**config.mk**
```make
export PLATFORM = sky130hd
export DESIGN_NAME = csi_color_sequence_filter_top
export DESIGN_NICKNAME = d
export VERILOG_FILES = /design/src/csf_pkg.sv /design/src/csf_buf.sv /design/src/csf_caret.sv /design/src/csf_plan.sv /design/src/csi_color_sequence_filter_top.sv
export SDC_FILE = /design/constraint.sdc
export NUM_CORES = 1
export LEC_CHECK = 0
export ABC_AREA = 1
export ABC_CLOCK_PERIOD_IN_PS = 2800
export BUFFER_PORTS_ARGS = -buffer_cell sky130_fd_sc_hd__buf_2
export CAP_MARGIN = 40
export CORE_AREA = 5 5 301 303
export CTS_CLUSTER_DIAMETER = 100
export DETAILED_ROUTE_END_ITERATION = 10
export DIE_AREA = 0 0 306 308
export MAX_ROUTING_LAYER = met4
export PLACE_DENSITY_LB_ADDON = 0.08
export SYNTH_ARGS = -nofsm -noshare
export SYNTH_HDL_FRONTEND = slang
export SYNTH_SLANG_ARGS = --single-unit
```
**constraint.sdc**
```tcl
create_clock -name i_clk -period 2.8 [get_ports i_clk]
set_input_delay 0.28 -clock i_clk [delete_from_list [all_inputs] [get_ports i_clk]]
set_output_delay 0.28 -clock i_clk [all_outputs]
set_load 0.05 [all_outputs]
```
**src/csf_pkg.sv**
```systemverilog
// Shared types and constants for the CSI colour sequence filter.
package csf_pkg;

    localparam int CP_W        = 21;
    localparam int SEQ_MAX_DEF = 32;
    localparam int CFG_IDX_W   = 1;
    localparam int CFG_DATA_W  = 1;

    localparam logic [CFG_IDX_W-1:0] CFG_RAW   = 1'b0;
    localparam logic [CFG_IDX_W-1:0] CFG_COLOR = 1'b1;

    localparam logic [CP_W-1:0] CP_BS       = CP_W'(8);
    localparam logic [CP_W-1:0] CP_TAB      = CP_W'(9);
    localparam logic [CP_W-1:0] CP_LF       = CP_W'(10);
    localparam logic [CP_W-1:0] CP_ESC      = CP_W'(27);
    localparam logic [CP_W-1:0] CP_CTRL_LIM = CP_W'(32);
    localparam logic [CP_W-1:0] CP_ZERO     = CP_W'(48);
    localparam logic [CP_W-1:0] CP_NINE     = CP_W'(57);
    localparam logic [CP_W-1:0] CP_COLON    = CP_W'(58);
    localparam logic [CP_W-1:0] CP_SEMI     = CP_W'(59);
    localparam logic [CP_W-1:0] CP_QUEST    = CP_W'(63);
    localparam logic [CP_W-1:0] CP_AT       = CP_W'(64);
    localparam logic [CP_W-1:0] CP_LBR      = CP_W'(91);
    localparam logic [CP_W-1:0] CP_CARET    = CP_W'(94);
    localparam logic [CP_W-1:0] CP_M        = CP_W'(109);

    typedef enum logic [2:0] {
        PS_NONE  = 3'b001,
        PS_ESC   = 3'b010,
        PS_PARAM = 3'b100
    } t_pstate;

    typedef enum logic [1:0] {
        TL_NONE  = 2'd0,
        TL_RAW   = 2'd1,
        TL_CARET = 2'd2
    } t_tail;

    typedef enum logic [1:0] {
        LN_KEEP  = 2'd0,
        LN_CLEAR = 2'd1,
        LN_INC   = 2'd2,
        LN_ONE   = 2'd3
    } t_len_op;

    // What one accepted code point does to the parser and what it emits.
    typedef struct packed {
        logic    we;
        logic    wr_zero;
        logic    head;
        logic    rep_all;
        logic    rep_plus1;
        logic    rep_esc;
        t_tail   tail;
        t_len_op len_op;
        t_pstate nx_state;
        logic    set_color;
    } t_plan;

endpackage

```
**src/csf_buf.sv**
```systemverilog
// Pending sequence store: one write port, one registered read port.
module csf_buf
    import csf_pkg::*;
#(
    parameter int DEPTH = SEQ_MAX_DEF,
    parameter int IDX_W = $clog2(SEQ_MAX_DEF)
) (
    input  logic             i_clk,
    input  logic             i_we,
    input  logic [IDX_W-1:0] i_waddr,
    input  logic [CP_W-1:0]  i_wdata,
    input  logic [IDX_W-1:0] i_raddr,
    output logic [CP_W-1:0]  o_rdata
);

    logic [CP_W-1:0] r_mem [DEPTH];
    logic [CP_W-1:0] r_rdata;

    always_ff @(posedge i_clk) begin
        if (i_we) begin
            r_mem[i_waddr] <= i_wdata;
        end
    end

    always_ff @(posedge i_clk) begin
        r_rdata <= r_mem[i_raddr];
    end

    assign o_rdata = r_rdata;

endmodule

```
**src/csf_caret.sv**
```systemverilog
// Shared emit unit: caret pairs for most control codes, one half per transfer.
module csf_caret
    import csf_pkg::*;
(
    input  logic [CP_W-1:0] i_cp,
    input  logic            i_esc_en,
    input  logic            i_bs_pass,
    input  logic            i_half,
    output logic [CP_W-1:0] o_cp,
    output logic            o_two
);

    logic shown;

    always_comb begin
        shown = (i_cp < CP_CTRL_LIM) && (i_cp != CP_TAB) && (i_cp != CP_LF);
        if (i_cp == CP_BS && i_bs_pass) begin
            shown = 1'b0;
        end
        o_two = i_esc_en && shown;
        if (!o_two) begin
            o_cp = i_cp;
        end else if (i_half) begin
            o_cp = CP_AT + i_cp;
        end else begin
            o_cp = CP_CARET;
        end
    end

endmodule

```
**src/csf_plan.sv**
```systemverilog
// Parser decision: next parser state, buffer write and emission plan for one code point.
module csf_plan
    import csf_pkg::*;
(
    input  logic [CP_W-1:0] i_cp,
    input  t_pstate         i_pstate,
    input  logic            i_full,
    input  logic            i_raw,
    input  logic            i_color,
    output t_plan           o_plan
);

    logic is_param;

    always_comb begin
        is_param = ((i_cp >= CP_ZERO) && (i_cp <= CP_NINE)) || (i_cp == CP_SEMI)
                   || (i_cp == CP_COLON) || (i_cp == CP_QUEST);

        o_plan           = '0;
        o_plan.tail      = TL_NONE;
        o_plan.len_op    = LN_KEEP;
        o_plan.nx_state  = PS_NONE;

        if (i_cp == CP_ESC && (i_raw || i_color)
            && i_pstate != PS_ESC && i_pstate != PS_PARAM) begin
            o_plan.nx_state = PS_ESC;
            if (i_raw) begin
                o_plan.tail   = TL_RAW;
                o_plan.len_op = LN_CLEAR;
            end else begin
                o_plan.we      = 1'b1;
                o_plan.wr_zero = 1'b1;
                o_plan.len_op  = LN_ONE;
            end
        end else if (i_pstate == PS_ESC) begin
            if (i_cp == CP_LBR) begin
                // an overflow here still leaves the parser in the parameter state
                o_plan.nx_state = PS_PARAM;
                if (i_raw) begin
                    o_plan.tail = TL_RAW;
                end else if (i_full) begin
                    o_plan.rep_all = 1'b1;
                    o_plan.rep_esc = 1'b1;
                    o_plan.tail    = TL_CARET;
                    o_plan.len_op  = LN_CLEAR;
                end else begin
                    o_plan.we     = 1'b1;
                    o_plan.len_op = LN_INC;
                end
            end else begin
                o_plan.rep_all = 1'b1;
                o_plan.rep_esc = 1'b1;
                o_plan.tail    = TL_CARET;
                o_plan.len_op  = LN_CLEAR;
            end
        end else if (i_pstate == PS_PARAM) begin
            if (is_param) begin
                if (i_raw) begin
                    o_plan.tail     = TL_RAW;
                    o_plan.nx_state = PS_PARAM;
                end else if (i_full) begin
                    o_plan.rep_all = 1'b1;
                    o_plan.rep_esc = 1'b1;
                    o_plan.tail    = TL_CARET;
                    o_plan.len_op  = LN_CLEAR;
                end else begin
                    o_plan.we       = 1'b1;
                    o_plan.len_op   = LN_INC;
                    o_plan.nx_state = PS_PARAM;
                end
            end else if (i_raw) begin
                // final char goes out first, then whatever was held before raw mode
                o_plan.head      = 1'b1;
                o_plan.rep_all   = 1'b1;
                o_plan.len_op    = LN_CLEAR;
                o_plan.set_color = (i_cp == CP_M);
            end else if (i_full) begin
                o_plan.rep_all = 1'b1;
                o_plan.rep_esc = 1'b1;
                o_plan.tail    = TL_CARET;
                o_plan.len_op  = LN_CLEAR;
            end else begin
                o_plan.we        = 1'b1;
                o_plan.rep_plus1 = 1'b1;
                o_plan.rep_esc   = (i_cp != CP_M);
                o_plan.set_color = (i_cp == CP_M);
                o_plan.len_op    = LN_CLEAR;
            end
        end else begin
            o_plan.tail = TL_CARET;
        end
    end

endmodule

```
**src/csi_color_sequence_filter_top.sv**
```systemverilog
// Top level of the CSI colour sequence filter: parser registers, buffer and emit sequencer.
//
// Input channel: i_valid / o_ready with i_code_point, one decoded code point per transfer.
// Output channel: o_valid / i_ready with o_out_code_point, o_last and o_color_seen.
// Each input transfer yields zero or more output transfers; o_last marks the final one.
// o_color_seen is the sticky colour flag as it stands after that input.
// Configuration: i_cfg_we writes i_cfg_wdata to register i_cfg_idx
// (0 raw mode, 1 colour mode) at once; write only while the block is idle.
// Sequencing: a code point that is only buffered produces no output. Otherwise
// the block accepts it, then emits each code point in turn, with a fetch
// state before each replayed buffer entry (registered read of the sequence
// store). A caret pair is two output transfers. Output is capped at SEQ_MAX+4
// transfers per input. o_ready is low from acceptance until the last transfer.
// A stalled receiver holds the current output steady; nothing is dropped.
// Reset: parser to none, buffer empty, colour flag and both modes cleared.
// Buffer contents are not cleared; only written entries are ever read.
module csi_color_sequence_filter_top
    import csf_pkg::*;
#(
    parameter int SEQ_MAX = SEQ_MAX_DEF
) (
    input  logic                  i_clk,
    input  logic                  i_rst_n,
    input  logic                  i_valid,
    output logic                  o_ready,
    input  logic [CP_W-1:0]       i_code_point,
    output logic                  o_valid,
    input  logic                  i_ready,
    output logic [CP_W-1:0]       o_out_code_point,
    output logic                  o_last,
    output logic                  o_color_seen,
    input  logic                  i_cfg_we,
    input  logic [CFG_IDX_W-1:0]  i_cfg_idx,
    input  logic [CFG_DATA_W-1:0] i_cfg_wdata
);

    localparam int LEN_W   = $clog2(SEQ_MAX + 1);
    localparam int IDX_W   = $clog2(SEQ_MAX);
    localparam int OUT_CAP = SEQ_MAX + 4;
    localparam int CNT_W   = $clog2(OUT_CAP + 1);

    typedef enum logic [4:0] {
        S_IDLE  = 5'b00001,
        S_HEAD  = 5'b00010,
        S_FETCH = 5'b00100,
        S_REP   = 5'b01000,
        S_TAIL  = 5'b10000
    } t_seq;

    t_seq             r_state, n_state;
    t_pstate          r_pstate, n_pstate;
    logic [LEN_W-1:0] r_len, n_len;
    logic             r_color, n_color;
    logic             r_raw;
    logic             r_color_mode;
    logic [CP_W-1:0]  r_c, n_c;
    logic [IDX_W-1:0] r_idx, n_idx;
    logic [LEN_W-1:0] r_rep_n, n_rep_n;
    logic             r_rep_esc, n_rep_esc;
    t_tail            r_tail, n_tail;
    logic             r_half, n_half;
    logic [CNT_W-1:0] r_cnt, n_cnt;

    t_plan            plan;
    logic             full;
    logic             in_xfer;
    logic             out_xfer;
    logic [LEN_W-1:0] plan_rep_n;
    logic [IDX_W-1:0] waddr;
    logic [CP_W-1:0]  rd_data;
    logic [CP_W-1:0]  sel_cp;
    logic             esc_en;
    logic [CP_W-1:0]  cur_cp;
    logic             cur_two;
    logic             final_half;
    logic             rep_end;
    logic             nat_end;
    logic             cap_hit;

    assign full     = r_len >= LEN_W'(SEQ_MAX);
    assign o_ready  = (r_state == S_IDLE);
    assign o_valid  = (r_state == S_HEAD) || (r_state == S_REP) || (r_state == S_TAIL);
    assign in_xfer  = i_valid && o_ready;
    assign out_xfer = o_valid && i_ready;

    csf_plan u_plan (
        .i_cp     (i_code_point),
        .i_pstate (r_pstate),
        .i_full   (full),
        .i_raw    (r_raw),
        .i_color  (r_color_mode),
        .o_plan   (plan)
    );

    assign waddr = plan.wr_zero ? '0 : r_len[IDX_W-1:0];

    csf_buf #(
        .DEPTH (SEQ_MAX),
        .IDX_W (IDX_W)
    ) u_buf (
        .i_clk   (i_clk),
        .i_we    (in_xfer && plan.we),
        .i_waddr (waddr),
        .i_wdata (i_code_point),
        .i_raddr (r_idx),
        .o_rdata (rd_data)
    );

    assign sel_cp = (r_state == S_REP) ? rd_data : r_c;
    assign esc_en = (r_state == S_REP) ? r_rep_esc
                                       : ((r_state == S_TAIL) && (r_tail == TL_CARET));

    csf_caret u_caret (
        .i_cp      (sel_cp),
        .i_esc_en  (esc_en),
        .i_bs_pass (r_raw || r_color_mode),
        .i_half    (r_half),
        .o_cp      (cur_cp),
        .o_two     (cur_two)
    );

    assign final_half = !cur_two || r_half;
    assign rep_end    = (LEN_W'(r_idx) + LEN_W'(1)) == r_rep_n;
    assign cap_hit    = r_cnt == CNT_W'(OUT_CAP - 1);

    always_comb begin
        case (r_state)
            S_HEAD:  nat_end = (r_rep_n == '0) && (r_tail == TL_NONE);
            S_REP:   nat_end = rep_end && (r_tail == TL_NONE);
            S_TAIL:  nat_end = 1'b1;
            default: nat_end = 1'b0;
        endcase
    end

    assign o_out_code_point = cur_cp;
    assign o_last           = cap_hit || (final_half && nat_end);
    assign o_color_seen     = r_color;

    always_comb begin
        if (plan.rep_plus1) begin
            plan_rep_n = r_len + LEN_W'(1);
        end else if (plan.rep_all) begin
            plan_rep_n = r_len;
        end else begin
            plan_rep_n = '0;
        end
    end

    always_comb begin
        n_state   = r_state;
        n_pstate  = r_pstate;
        n_len     = r_len;
        n_color   = r_color;
        n_c       = r_c;
        n_idx     = r_idx;
        n_rep_n   = r_rep_n;
        n_rep_esc = r_rep_esc;
        n_tail    = r_tail;
        n_half    = r_half;
        n_cnt     = r_cnt;

        case (r_state)
            S_IDLE: begin
                if (i_valid) begin
                    n_c       = i_code_point;
                    n_cnt     = '0;
                    n_half    = 1'b0;
                    n_idx     = '0;
                    n_rep_n   = plan_rep_n;
                    n_rep_esc = plan.rep_esc;
                    n_tail    = plan.tail;
                    n_pstate  = plan.nx_state;
                    n_color   = r_color || plan.set_color;
                    case (plan.len_op)
                        LN_CLEAR: n_len = '0;
                        LN_INC:   n_len = r_len + LEN_W'(1);
                        LN_ONE:   n_len = LEN_W'(1);
                        default:  n_len = r_len;
                    endcase
                    if (plan.head) begin
                        n_state = S_HEAD;
                    end else if (plan_rep_n != '0) begin
                        n_state = S_FETCH;
                    end else if (plan.tail != TL_NONE) begin
                        n_state = S_TAIL;
                    end
                end
            end
            S_FETCH: begin
                n_state = S_REP;
            end
            S_HEAD, S_REP, S_TAIL: begin
                if (out_xfer) begin
                    n_cnt = r_cnt + CNT_W'(1);
                    if (cap_hit) begin
                        n_state = S_IDLE;
                    end else if (cur_two && !r_half) begin
                        n_half = 1'b1;
                    end else begin
                        n_half = 1'b0;
                        if (r_state == S_HEAD) begin
                            if (r_rep_n != '0) begin
                                n_state = S_FETCH;
                            end else if (r_tail != TL_NONE) begin
                                n_state = S_TAIL;
                            end else begin
                                n_state = S_IDLE;
                            end
                        end else if (r_state == S_REP && !rep_end) begin
                            n_idx   = r_idx + IDX_W'(1);
                            n_state = S_FETCH;
                        end else if (r_state == S_REP && r_tail != TL_NONE) begin
                            n_state = S_TAIL;
                        end else begin
                            n_state = S_IDLE;
                        end
                    end
                end
            end
            default: begin
                n_state = S_IDLE;
            end
        endcase
    end

    always_ff @(posedge i_clk) begin
        if (!i_rst_n) begin
            r_state      <= S_IDLE;
            r_pstate     <= PS_NONE;
            r_len        <= '0;
            r_color      <= 1'b0;
            r_raw        <= 1'b0;
            r_color_mode <= 1'b0;
            r_cnt        <= '0;
            r_half       <= 1'b0;
            r_idx        <= '0;
            r_rep_n      <= '0;
            r_tail       <= TL_NONE;
        end else begin
            r_state  <= n_state;
            r_pstate <= n_pstate;
            r_len    <= n_len;
            r_color  <= n_color;
            r_cnt    <= n_cnt;
            r_half   <= n_half;
            r_idx    <= n_idx;
            r_rep_n  <= n_rep_n;
            r_tail   <= n_tail;
            if (i_cfg_we) begin
                case (i_cfg_idx)
                    CFG_RAW:   r_raw        <= i_cfg_wdata[0];
                    CFG_COLOR: r_color_mode <= i_cfg_wdata[0];
                    default:   ;
                endcase
            end
        end
    end

    always_ff @(posedge i_clk) begin
        r_c       <= n_c;
        r_rep_esc <= n_rep_esc;
    end

    // buffer never holds more than its depth
    a_len_bound: assert property (@(posedge i_clk) disable iff (!i_rst_n)
        r_len <= LEN_W'(SEQ_MAX))
        else $error("pending length beyond buffer depth");

    // replay index stays inside the entries being replayed
    a_idx_bound: assert property (@(posedge i_clk) disable iff (!i_rst_n)
        (r_state == S_REP) |-> (LEN_W'(r_idx) < r_rep_n))
        else $error("replay index past pending length");

    // a buffer read always lands in the replay state next
    a_fetch_rep: assert property (@(posedge i_clk) disable iff (!i_rst_n)
        (r_state == S_FETCH) |=> (r_state == S_REP))
        else $error("fetch not followed by replay");

    // the final transfer of an item returns the sequencer to idle
    a_last_idle: assert property (@(posedge i_clk) disable iff (!i_rst_n)
        (out_xfer && o_last) |=> (r_state == S_IDLE))
        else $error("sequencer busy after last transfer");

    // no transfer is issued beyond the per-item cap
    a_cap: assert property (@(posedge i_clk) disable iff (!i_rst_n)
        o_valid |-> (r_cnt < CNT_W'(OUT_CAP)))
        else $error("output count beyond cap");

endmodule

```
== Word-level counts from Yosys, hierarchy flattened ==
Memory sizes are Yosys's and may differ from the RTL's. A register that Yosys moved wholly into a read port is not among the register bits.
Cells that the tools add are included.

* Output and inout port bits: 25
* Memories kept: 1
* Bits in latches: 0
* Memory bits (writable): 672
* Memory bits (read-only): 0
* Logic and storage cells: 194
* Input bits: 28
* Register bits after elaboration: 59

* Shift-type cells: 0
* Divide/modulo/power cells: 0
* Equality and inequality tests: 33
* Bitwise gates (word level): 1
* Magnitude comparators: 4
* Add/subtract/negate cells: 5
* Multiplexer cells: 90
* Multipliers: 0
* Reductions and logical operators: 47

{| class="wikitable"
|+ Memory list
! name !! depth !! width !! read ports !! clocked after Yosys merged registers in !! wr ports !! line !! text
|-
| u_buf.r_mem || 32 || 21 || 1 || 1 || 1 || csf_buf.sv:16 || <nowiki>logic [CP_W-1:0] r_mem [DEPTH];</nowiki>
|}

{| class="wikitable"
|+ Operators with widths
! kind !! count
|-
| two-way mux 5 bit || 21
|-
| equality test 21 x 6 -> 1 bit (second input constant) || 3
|-
| two-way mux 21 bit || 3
|-
| equality test 21 x 7 -> 1 bit (second input constant) || 2
|-
| != test 21 x 4 -> 1 bit (second input constant) || 2
|-
| two-way mux 1 bit || 35
|-
| two-way mux 6 bit || 5
|-
| adder 7 x 21 -> 21 bit (first input constant) || 1
|-
| equality test 21 x 4 -> 1 bit (second input constant) || 1
|-
| equality test 21 x 5 -> 1 bit (second input constant) || 1
|-
| greater-or-equal comparator 21 x 6 -> 1 bit (second input constant) || 1
|-
| less-or-equal comparator 21 x 6 -> 1 bit (second input constant) || 1
|-
| < comparator 21 x 6 -> 1 bit (second input constant) || 1
|-
| != test 21 x 7 -> 1 bit (second input constant) || 1
|-
| logical AND 1 bit || 18
|-
| two-way mux 3 bit || 6
|-
| one-hot mux 6 bit (3 select lines) || 1
|-
| two-way mux 2 bit || 8
|-
| two-way mux 4 bit || 4
|-
| one-hot mux 5 bit (3 select lines) || 1
|-
| adder 6 x 1 -> 6 bit (second input constant) || 2
|-
| != test 2 bit (second input constant) || 6
|-
| one-hot mux 6 bit (2 select lines) || 1
|-
| nonzero test 6 bit || 2
|-
| 34 further kinds || 53
|}

== Logic depth before layout (Yosys ltp) ==
* Depth after elaboration: 17
* Gate-level depth with buffers: 18
* Depth with buffers taken out: 17

== Modules after synthesis ==
Synthesis repeated with hierarchy kept, for this count alone.

* Cell total of the unflattened synthesis: 2953
* Area, all modules: 31554.0 µm²

{| class="wikitable"
|+ By module, submodules not included
! module !! area an instance (µm²) !! times used !! seq. area each (µm²) !! cells an instance
|-
| csf_buf || 27567.7 || 1 || 20599.8 || 2338
|-
| csi_color_sequence_filter_top || 3219.3 || 1 || 1401.3 || 443
|-
| csf_plan || 406.6 || 1 || 0.0 || 88
|-
| csf_caret || 360.3 || 1 || 0.0 || 84
|}

== Worst setup path after synthesis ==
No wires, ideal clock.

* Path type: register to output
* Start: register r_state[0]
* End: output port o_last
* Arrival time: 3.039 ns
* Data required time: 2.520 ns
* Cell stages (with the launch flop): 14
* Setup slack: -0.519 ns
* Buffers on the path: 1
* Cells stage by stage: dfxtp_1 -> nor2_2 -> nand3_2 -> buf_2 -> nand2_1 -> nand2_1 -> nor2_1 -> nand3_1 -> nor2_1 -> nand3b_1 -> and2_4 -> nand2_2 -> inv_2 -> o21ai_0

* Longest elaborated chain between the ends: 11
* Elaborated cells between the ends (all ways): 20
* Classes of those cells: 1 x order compare; 6 x eq/ne; 4 x mux; 9 x reduce/logical

{| class="wikitable"
|+ Ends and longest elaborated chain
! item !! line !! text
|-
| start: declaration || csi_color_sequence_filter_top.sv:50 || <nowiki>t_seq r_state, n_state;</nowiki>
|-
| start signal: assignment || csi_color_sequence_filter_top.sv:240 || <nowiki>r_state <= n_state;</nowiki>
|-
| equality test 5 x 4 -> 1 bit || csi_color_sequence_filter_top.sv:109, csi_color_sequence_filter_top.sv:110, csi_color_sequence_filter_top.sv:127 ||
|-
| two-way mux 21 bit || csi_color_sequence_filter_top.sv:109 || <nowiki>assign sel_cp = (r_state == S_REP) ? rd_data : r_c;</nowiki>
|-
| < comparator 21 x 6 -> 1 bit / != test 21 x 4 -> 1 bit (equally long branches) || csf_caret.sv:16 || <nowiki>shown = (i_cp < CP_CTRL_LIM) && (i_cp != CP_TAB) && (i_cp != CP_LF);</nowiki>
|-
| logical AND 1 bit (2 in a row) || csf_caret.sv:16 ||
|-
| two-way mux 1 bit || csf_caret.sv:17 || <nowiki>if (i_cp == CP_BS && i_bs_pass) begin</nowiki>
|-
| logical AND 1 bit || csf_caret.sv:20 || <nowiki>o_two = i_esc_en && shown;</nowiki>
|-
| logical NOT 1 bit || - ||
|-
| logical OR 1 bit || csi_color_sequence_filter_top.sv:122 || <nowiki>assign final_half = !cur_two || r_half;</nowiki>
|-
| logical AND 1 bit (*) || csi_color_sequence_filter_top.sv:136 || <nowiki>assign o_last = cap_hit || (final_half && nat_end);</nowiki>
|-
| logical OR 1 bit (*) || csi_color_sequence_filter_top.sv:136 ||
|-
| end: declaration || csi_color_sequence_filter_top.sv:30 || <nowiki>output logic o_last,</nowiki>
|}

Every way passes the cells marked *; elsewhere a longest branch is shown, timed or not.

== Worst setup path after layout ==
Same ends and word-level chain as after synthesis.

==> impl_metrics.toml <==
[sta]
finalSetupViolations = 9
finalClockSkew_ps = 26.66
fmax_mhz = 333.7
drv_slew = 0
worst_slack_ps = -196.9
min_period_ps = 2997
finalCritPeriodShare_pct = 107.0
rsz0062_at_grt = "yes"
worst_slew_pin_slew_ps = 965.3
whs_ps = 64.86
fin_tns_setup_ps = -1172
slew_headroom_pct = 35.35
hold_viol = 0

[critical_path]
cp.arrival_ps = 2720
path_class = "register to output port"
end_kind = "output port"
worst_ep_required_time_ps = 2520
startpoint_type = "register"
cp_max_fo = 7

[logic_synthesis]
synth_area_leader_cell = "edfxtp_1"
syn_area_um2 = 30320
ys_seq_area_share_pct = 72.57
ys.flop_type = "edfxtp_1"
synthArstFlopShare_pct = 0
synth_top_cells_by_area = "edfxtp_1 (69%), o21ai_0 (6.0%), nor2_1 (5.9%), dfxtp_1 (3.8%), o221ai_1 (3.6%)"
synth_nets = 2472
netlist_instances = 2438
synth_seq_cells = 752
synth_edf_count = 694
yosys.cell_types.count = 51
yosys_warnings = 0
yosysTopAreaCellShare_pct = 68.74
syn_avg_cell_area_um2 = 12.44

[pwr]
seqPwrFrac_pct = 40.5
power_frac_comb_pct = 25.9
internal_power_w = 0.02137
worst_ir_drop_vdd_mv = 0.4622
switching_share_pct = 32.73
p_leak_nw = 12.64
switching_power_w = 0.01040
power.density_nw_per_um2 = 853.6
power_frac_clock_pct = 33.5

[clock_tree]
path_clk_slew_ps = 60
cts_buffers = 85
cts.htree.levels = 3
cts-root-buf = "clkbuf_16"
clock-sinks = 752
insertion_delay_ps = 650
cts_tree = "done"
clockBufferDepth = 3

[detailed_routing]
num_vias = 21130
vias_per_cell = 5.385
wl_um = 105400
drtIter0Drc = 2289
drc = 0
drtPass1Iterations = 7
wire_per_inst_um = 26.86
final_antenna_net_count = 0

[floorplanning]
fp.coreArea_um2 = 87690
io_pins = 53
fp-row-count = 109
die_h_um = 308
start_util_pct = 34.57
dieWidth_um = 306
dieArea_um2 = 94250

[cells_and_area]
multi_input_area_um2 = 7665
layout_common_cells = "edfxtp_1 (694), nor2_1 (445), o21ai_0 (364)"
final_common_cell = "edfxtp_1"
nets = 2724
final_area_um2 = 37220
fillerInstances = 8128
regArea_um2 = 22020
area_growth_pct = 22.77
drive_gt1_share_pct = 19.94

[global_route]
grt_max_degree = 74
grt_pass1_vias = 20540
grt_usage_pct = 22.53
antenna_found_initial = 2
grt_pass1_wl_um = 150400
overflow = 0

[flow_run]
maxCapViolCount = 0

[placed_design]
gp_congestion = 0.8778
place.detailed.hpwl_um = 68830
dpl_cell_area_um2 = 34160
io_buffers = 52

[min_path]
min_path_type = "input port to register"

[status]
violations = "negative setup slack"
status = "finished with violations"
==> critical path, stage by stage, from the launching register on <==
cell,delay [ps]
dfxtp_2,360
nor2_4,50
nand3_4,130
inv_2,70
or2_4,240
o21ai_4,80
ha_4,160
nand3_2,70
nor2_1,90
nand3b_1,140
and2_4,230
nand2_8,80
inv_2,50
o21ai_2,140
buf_6,180
==> power groups by stage <==
stage / clock, W / combinational [W] / sequential (W)
after floorplan: 0 / 0.00410 / 0.0130
after global placement: 0 / 0.00801 / 0.0131
after detailed placement: 0 / 0.00802 / 0.0131
after CTS: 0.0109 / 0.00819 / 0.0129
after global routing: 0.0114 / 0.00882 / 0.0129
final: 0.0107 / 0.00823 / 0.0129
==> flip-flops by register name (all words and copies together) (netlist names) <==
name,count
r_rep_esc,1
r_pstate,3
r_color_mode,1
r_len,6
u_buf.o_rdata,21
r_cnt,6
r_raw,1
r_state,5
r_half,1
r_c,21
r_tail,2
r_rep_n,6
r_idx,5
o_color_seen,1
u_buf.r_mem,672
==> kinds of logic after synthesis <==
group                      share of synthesized area [%]
xor gates and xnor gates                          0.2600
DFF                                                72.57
adders and majority gates                         0.2476
and+or+nand+nor                                    10.72
AOI/OAI and AO/OA                                  12.99
buffers and inverters                              3.207
==> metal layers <==
metal / global-route usage, % / routed length, um / up-vias / part of all wire (%)
li1: - / - / 9577 / -
met1: 31.50 / 47990 / 10750 / 46
met2: 35.31 / 49370 / 682 / 47
met3: 3.337 / 5950 / 119 / 5.6
met4: 4.973 / 2110 / 0 / 2.0
met5: - / 0 / - / 0
==> synthesized netlist by cell type (14+ instances only) <==
master    instances
a32oi_1          19
a21oi_1          31
nor3_1           17
edfxtp_1        694
dfxtp_1          58
a31oi_1          24
nand2_1         148
nor2_1          480
clkbuf_1        118
o21ai_0         366
o221ai_1        126
o22ai_1          42
inv_1            81
buf_2            25
nand3_1          84
o21ai_1          14
==> worst paths after layout <==
check,startpoint,slack (ps),end,depth (start not counted)
max reg2reg,r_idx[1],190,u_buf.o_rdata[6],10
min reg2reg,r_cnt[1],480,r_cnt[1],2
max,r_state[0],-200,o_last,14
min,i_cfg_idx,60,r_raw,5
==> area by class of cell <==
cell class / instances / share of cell area (%)
sequential: 752 / 59.16
multi-input combinational: 1437 / 20.59
timing repair buffer: 321 / 8.260
clock buffer: 109 / 6.125
tap: 1165 / 3.916
inverter: 93 / 0.9816
clock inverter: 46 / 0.9548
antenna: 1 / 0.006724
==> stage by stage <==
step	instances	utilization [%]	total power, W	setup slack (ps)
6_report	3924	42.44	0.03177	-196.9
2_1_floorplan	2438	-	0.01707	-245.8
3_5_place_dp	3751	38.96	0.02113	-513.8
3_3_place_gp	3750	38.95	0.02111	-602.5
5_1_grt	3924	42.44	0.03310	-368.8
4_1_cts	3918	42.33	0.03199	-277.0
==> what timing repair did <==
action / in CTS / in global routing
hold endpoints to repair: 5 / 0
buffers inserted: 5 / 5
endpoints found under the setup margin: 9 / 9
gates resized for setup: 57 / 17
pin swaps: 6 / 5
hold buffers: 7 / 0
(Power assumes the default switching activity.)
